[src/hw/rtl/spmm_pkg.sv]
`default_nettype none
// ----------------------------------------------------------------------------
// spmm_pkg
// Shared widths, operation codes, stage control and saturating add for the
// sparse-times-dense multiply-accumulate block.
// ----------------------------------------------------------------------------
package spmm_pkg;

  localparam int unsigned OpW        = 2;
  localparam int unsigned ColW       = 10;
  localparam int unsigned SelW       = 2;
  localparam int unsigned ValW       = 32;
  localparam int unsigned RowW       = 20;
  localparam int unsigned RhsW       = 2;
  localparam int unsigned SumW       = 64;
  localparam int unsigned CfgW       = 3;
  localparam int unsigned RecipShift = 20;

  typedef enum logic [OpW-1:0] {
    OP_WRITE   = 2'd0,
    OP_NONZERO = 2'd1,
    OP_ROW_END = 2'd2,
    OP_NONE    = 2'd3
  } op_e;

  typedef struct packed {
    logic valid;
    op_e  op;
  } stage_ctl_t;

  // Signed add that clamps at the 64-bit limits
  function automatic logic [SumW-1:0] sat_add(input logic [SumW-1:0] a,
                                              input logic [SumW-1:0] b);
    logic [SumW-1:0] s;
    s = a + b;
    if ((a[SumW-1] == b[SumW-1]) && (s[SumW-1] != a[SumW-1])) begin
      s = a[SumW-1] ? {1'b1, {(SumW-1){1'b0}}} : {1'b0, {(SumW-1){1'b1}}};
    end
    return s;
  endfunction

endpackage
`default_nettype wire

[src/hw/rtl/spmm_out_if.sv]
`default_nettype none
// ----------------------------------------------------------------------------
// spmm_out_if
// Output channel: one saturated sum beat per right-hand side of a row.
// ----------------------------------------------------------------------------
interface spmm_out_if;
  logic                                valid;
  logic                                ready;
  logic        [spmm_pkg::RowW-1:0]    row;
  logic        [spmm_pkg::RhsW-1:0]    rhs;
  logic signed [spmm_pkg::SumW-1:0]    sum;
  logic                                last;

  modport source (output valid, row, rhs, sum, last, input ready);
  modport sink   (input valid, row, rhs, sum, last, output ready);
endinterface
`default_nettype wire

[src/hw/rtl/spmm_drain.sv]
`default_nettype none
// ----------------------------------------------------------------------------
// spmm_drain
// Result buffer: holds a finished row's sums and sends one beat per side.
// ----------------------------------------------------------------------------
module spmm_drain #(
  parameter  int unsigned MAX_RHS = 4,
  localparam int unsigned CntW    = $clog2(MAX_RHS + 1),
  localparam int unsigned IdxW    = (MAX_RHS > 1) ? $clog2(MAX_RHS) : 1
) (
  input  wire logic                                   clk_i,
  input  wire logic                                   rst_ni,
  input  wire logic                                   load_i,
  input  wire logic [CntW-1:0]                        n_i,
  input  wire logic [MAX_RHS-1:0][spmm_pkg::SumW-1:0] acc_i,
  output logic                                        free_o,
  spmm_out_if.source                                  out_o
);

  logic                          busy_q;
  logic [IdxW-1:0]               idx_q;
  logic [IdxW-1:0]               last_idx_q;
  logic [spmm_pkg::RowW-1:0]     row_q;
  logic [spmm_pkg::RowW-1:0]     row_cnt_q;
  logic [spmm_pkg::SumW-1:0]     sums_q [MAX_RHS];
  logic                          at_last;
  logic                          beat;

  assign at_last = (idx_q == last_idx_q);
  assign beat    = busy_q && out_o.ready;
  assign free_o  = !busy_q || (out_o.ready && at_last);

  always_ff @(posedge clk_i or negedge rst_ni) begin
    if (!rst_ni) begin
      busy_q     <= 1'b0;
      idx_q      <= '0;
      last_idx_q <= '0;
      row_cnt_q  <= '0;
    end else if (load_i) begin
      busy_q     <= 1'b1;
      idx_q      <= '0;
      last_idx_q <= IdxW'(n_i - CntW'(1));
      row_cnt_q  <= row_cnt_q + spmm_pkg::RowW'(1);
    end else if (beat) begin
      if (at_last) begin
        busy_q <= 1'b0;
      end else begin
        idx_q <= idx_q + IdxW'(1);
      end
    end
  end

  always_ff @(posedge clk_i) begin
    if (load_i) begin
      row_q <= row_cnt_q;
      for (int j = 0; j < MAX_RHS; j++) begin
        sums_q[j] <= acc_i[j];
      end
    end
  end

  assign out_o.valid = busy_q;
  assign out_o.row   = row_q;
  assign out_o.rhs   = spmm_pkg::RhsW'(idx_q);
  assign out_o.sum   = sums_q[idx_q];
  assign out_o.last  = at_last;

endmodule
`default_nettype wire
[src/flat_wrapper.sv]
// flat-port wrapper written by rule: the top's interface ports become plain ports
module spmm_drain_flat 
#(
  parameter  int unsigned MAX_RHS = 4,
  localparam int unsigned CntW    = $clog2(MAX_RHS + 1),
  localparam int unsigned IdxW    = (MAX_RHS > 1) ? $clog2(MAX_RHS) : 1
)
  (clk_i, rst_ni, load_i, n_i, acc_i, free_o, out_o_valid, out_o_row, out_o_rhs, out_o_sum, out_o_last, out_o_ready);
  spmm_out_if out_o_i ();
  input  wire logic clk_i;
  input  wire logic rst_ni;
  input  wire logic load_i;
  input  wire logic [CntW-1:0] n_i;
  input  wire logic [MAX_RHS-1:0][spmm_pkg::SumW-1:0] acc_i;
  output logic free_o;
  output wire logic [$bits(out_o_i.valid)-1:0] out_o_valid;
  output wire logic [$bits(out_o_i.row)-1:0] out_o_row;
  output wire logic [$bits(out_o_i.rhs)-1:0] out_o_rhs;
  output wire logic [$bits(out_o_i.sum)-1:0] out_o_sum;
  output wire logic [$bits(out_o_i.last)-1:0] out_o_last;
  input wire logic [$bits(out_o_i.ready)-1:0] out_o_ready;
  assign out_o_valid = out_o_i.valid;
  assign out_o_row = out_o_i.row;
  assign out_o_rhs = out_o_i.rhs;
  assign out_o_sum = out_o_i.sum;
  assign out_o_last = out_o_i.last;
  assign out_o_i.ready = out_o_ready;
  spmm_drain #(.MAX_RHS(MAX_RHS)) u_core (.clk_i(clk_i), .rst_ni(rst_ni), .load_i(load_i), .n_i(n_i), .acc_i(acc_i), .free_o(free_o), .out_o(out_o_i));
endmodule
[config.mk]
export PLATFORM = sky130hd
export DESIGN_NAME = spmm_drain_flat
export DESIGN_NICKNAME = d
export VERILOG_FILES = /design/src/hw/rtl/spmm_pkg.sv /design/src/hw/rtl/spmm_out_if.sv /design/src/hw/rtl/spmm_drain.sv /design/src/flat_wrapper.sv
export SDC_FILE = /design/constraint.sdc
export NUM_CORES = 1
export LEC_CHECK = 0
export BUFFER_PORTS_ARGS = -buffer_cell sky130_fd_sc_hd__buf_4
export CAP_MARGIN = 40
export CORE_ASPECT_RATIO = 0.5
export CORE_MARGIN = 5
export CORE_UTILIZATION = 45
export CTS_BUF_LIST = sky130_fd_sc_hd__clkbuf_4 sky130_fd_sc_hd__clkbuf_8
export DETAILED_ROUTE_END_ITERATION = 8
export HOLD_SLACK_MARGIN = 0.06
export PLACE_DENSITY = 0.72
export SETUP_SLACK_MARGIN = 0.1
export SLEW_MARGIN = 30
export SYNTH_ARGS = -nofsm -noshare
export SYNTH_HDL_FRONTEND = slang
export SYNTH_SLANG_ARGS = --single-unit
[constraint.sdc]
create_clock -name clk_i -period 1.9 [get_ports clk_i]
set_input_delay 0.095 -clock clk_i [delete_from_list [all_inputs] [get_ports clk_i]]
set_output_delay 0.095 -clock clk_i [all_outputs]
set_load 0.005 [all_outputs]
==> flow_summary.ini, run 1 <==
[placed_design]
place_hpwl_mm = 18.8
gp_congestion = 0.777
detailedPlace.worstSlack_ns = 0.267
place_area_um2 = 14100
port_buffers = 350

[cts]
holdBufCountCts = 241
cts_setup_buffers = 5
cts_resized = 28
cts.sinks = 301
cts-root-buf = clkbuf_8
clk_path_buf_depth = 3
cts_made_buffers = 42
cts_htree_levels = 2

[synthesis]
synth_most_common_cell = edfxtp_1
ys_ff_latch = 301
synth_common_cells = 276 x edfxtp_1, 64 x mux4_2, 25 x dfrtp_1
synth_area_leaders = edfxtp_1 76%, mux4_2 13%, dfrtp_1 5.7%
synth.distinct_cells = 26
syn_inst = 450
yosys_warnings = 0
synthArstFlopShare_pct = 8.31
yosysSeqAreaShare_pct = 81.2
synthesis.nets = 714
syn-mean-instance-area_um2 = 24.4
yosys.area.top_type_share_pct = 75.5
yosys.area.top_type = edfxtp_1
synth_ff_type = edfxtp_1
synth_edf_count = 276
netlist_area_um2 = 11000

[die]
fp.dieH_um = 120
die_width_um = 231
initial_core_util_pct = 45.7
rows = 40
ioPinCount = 352

[outcome]
outcome = aborted with a tool error
stop_error = [ERROR RSZ-0060] Max buffer count reached.
stop_stage = 4_1_cts
kinds of logic after synthesis:
family                   synth area share, %
flip-flops                              81.2
multiplexers                            13.3
AND/OR/NAND/NOR                         1.76
XOR/XNOR                                1.92
buffers and inverters                   1.46
AO/OA/AOI/OAI                          0.205
adder cells (fa/ha/maj)                0.114
metrics by stage:
stage	utilization, %	std cells
global placement	58.7	1116
detailed placement	58.7	1116
floorplan	-	450
==> run 2: changes to the inputs <==
- CORE_ASPECT_RATIO: 0.5 -> default
- CORE_UTILIZATION: 45 -> 30
- CTS_BUF_LIST: sky130_fd_sc_hd__clkbuf_4 sky130_fd_sc_hd__clkbuf_8 -> default
- HOLD_SLACK_MARGIN: 0.06 -> default
- PLACE_DENSITY: 0.72 -> default
- PLACE_DENSITY_LB_ADDON: default -> 0.15
- SETUP_SLACK_MARGIN: 0.1 -> default
==> run 2 against run 1 <==
Against the previous run:
- the flow now finishes, with violations (setup timing)
- synthesized cell count stayed put
- area after synthesis stayed put
==> flow_summary.ini, run 2 <==
[timing]
max_freq_ghz = 0.487
tightest_slew_ns = 0.407
maxSlewViolCount = 0
setup_viol_count_final = 65
fin_ws_ns = -0.154
skew_ns = 0.0101
slew-limit-headroom_pct = 72.9
rsz0062_at_grt = true
period_share_pct = 108
min_period_ns = 2.05
hold_viol = 0

[synthesis]
synth_edf_count = 276
yosys.area.top_type_share_pct = 75.5
yosys_warnings = 0
yosysSeqAreaShare_pct = 81.2
ys_ff_latch = 301
yosys.area.top_type = edfxtp_1
syn-mean-instance-area_um2 = 24.4
synth_most_common_cell = edfxtp_1
synthArstFlopShare_pct = 8.31
netlist_area_um2 = 11000
syn_inst = 450
synth_area_leaders = edfxtp_1 76%, mux4_2 13%, dfrtp_1 5.7%
synthesis.nets = 714
synth_common_cells = 276 x edfxtp_1, 64 x mux4_2, 25 x dfrtp_1
synth.distinct_cells = 26
synth_ff_type = edfxtp_1

[pwr]
finalPower_uw = 18400
power.leakage_uw = 0.00718
power.density_nw_per_um2 = 994
irDropWorstVdd_mv = 0.896

[global_route]
grt_start_max_net_pins = 67
gr-total-overflow = 0
grt_usage_pct = 14.7
grt_pass1_wl_mm = 46.5
antenna_found_initial = 1
grt_pass1_vias = 7904

[outcome]
violations = setup timing
outcome = finished with violations

[finish]
final_cell_mix = 308 x buf_4, 276 x edfxtp_1, 260 x dlygate4sd3_1, 64 x mux4_2, 53 x buf_6
syn_to_final_growth_pct = 68.5
layout.nets = 1377
mostFrequentLayoutCell = buf_4
drive_above_1_share_pct = 44.3
largest_reg_flops = 256
utilization_pct = 50.9
top_register = u_core.sums_q

[cts]
cts_tree = yes
cts.clk_slew.worst_paths_ns = 0.07
cts_htree_levels = 2
cts-root-buf = clkbuf_16
cts_made_buffers = 35
clk_path_buf_depth = 3
clk_latency_ns = 0.51
cts.sinks = 301

[detailed_routing]
vias = 6973
routed.top_layer = met4
avgRoutedWirePerCell_um = 18.9
drc = 0
routed_wl_mm = 30.4
drtIter0Drc = 282
met3_length_mm = 2.52
firstDrtPassIters = 4
viasPerCell = 4.34
routedLengthMet1_mm = 13.0
antenna_left = 0
route.met2.wl_mm = 14.4

[placed_design]
port_buffers = 350
gp_congestion = 0.710
place_hpwl_mm = 19.0
detailedPlace.worstSlack_ns = 0.272

[critical_path]
crit_arrival_ns = 1.96
r2r_start = u_core.out_o.rhs[0]$_DFFE_PN0P_
setup.worst_path.start_class = flop
worstSetupPathType = reg2out
r2r_cells = 10
regToRegSetupSlack_ns = 0.11
rr_endpoint = u_core.out_o.valid$_DFFE_PN0P_
cp.required_ns = 1.80
setup.worst_path.end_class = primary output
cp_max_fo = 6

[die]
core_um2 = 36300
dieArea_um2 = 40500
rows = 70
ioPinCount = 352
initial_core_util_pct = 30.2
die_width_um = 201
fp.dieH_um = 201

[hold_path]
hp-class = in2async

[flow_run]
max_cap_viol_count = 0
## run 2: cell counts after synthesis
Identical to the previous run, type by type.
## run 2: worst max-delay path by stage
stage,start,end,depth (start not counted)
after global placement,u_core.out_o.rhs[0]$_DFFE_PN0P_,out_o_sum[50],3
final,u_core.out_o.rhs[0]$_DFFE_PN0P_,out_o_sum[52],4
after detailed placement,u_core.out_o.rhs[0]$_DFFE_PN0P_,out_o_sum[41],3
after floorplan,u_core.out_o.rhs[0]$_DFFE_PN0P_,out_o_sum[35],4
after global routing,u_core.out_o.rhs[0]$_DFFE_PN0P_,out_o_sum[13],4
after CTS,u_core.out_o.rhs[0]$_DFFE_PN0P_,out_o_sum[61],4
## run 2: repair_timing
item	CTS	global route
hold buffers	260	0
resized for setup	58	8
hold endpoints to repair	299	0
setup endpoints to repair	66	66
pin swaps	2	0
cloned	4	3
buffers inserted	11	0
## run 2: worst max-delay path: stages, from the launching register on
cell	delay (ns)
dfrtp_4	0.47
buf_6	0.15
clkbuf_16	0.18
mux4_2	0.51
buf_6	0.13
## run 2: kinds of logic after synthesis
family,synth area share [%]
AOI/OAI and AO/OA,0.205
xor gates and xnor gates,1.92
adders and majority gates,0.114
buffers and inverters,1.46
DFF,81.2
muxes,13.3
and+or+nand+nor,1.76
## run 2: report_power, final
group	internal [µW]	switching (µW)
logic	2560	1380
clock network	3720	2570
registers	7900	266
## run 2: routing by layer
metal / track usage [%] / vias to the layer above
li1: - / 3212
met1: 19.3 / 3451
met2: 23.8 / 275
met3: 4.98 / 35
met4: 3.30 / 0
met5: 0 / -
## run 2: per-stage QoR
| stage | cell area [µm²] | hold slack [ns] | std cells | setup TNS, ns |
|---|---|---|---|---|
| floorplan | 11000 | -0.201 | 450 | 0 |
| global placement | 14300 | 0.0316 | 1266 | 0 |
| detailed placement | 14300 | 0.0336 | 1266 | 0 |
| CTS | 18400 | 0.00218 | 1603 | -12.36 |
| global route | 18500 | 0.0376 | 1607 | -13.53 |
| finish | 18500 | 0.0216 | 1607 | -7.91 |
## run 2: cell type report
type,instances,area (µm²)
multi-input cells,131,1930
diodes,1,2.50
clock buffers,46,927
flip-flops and latches,301,8920
inverters,2,7.51
repair buffers,642,5990
well taps,468,586
clock inverters,16,135
fillers,2945,17900
Power figures use the tool's default switching activity.
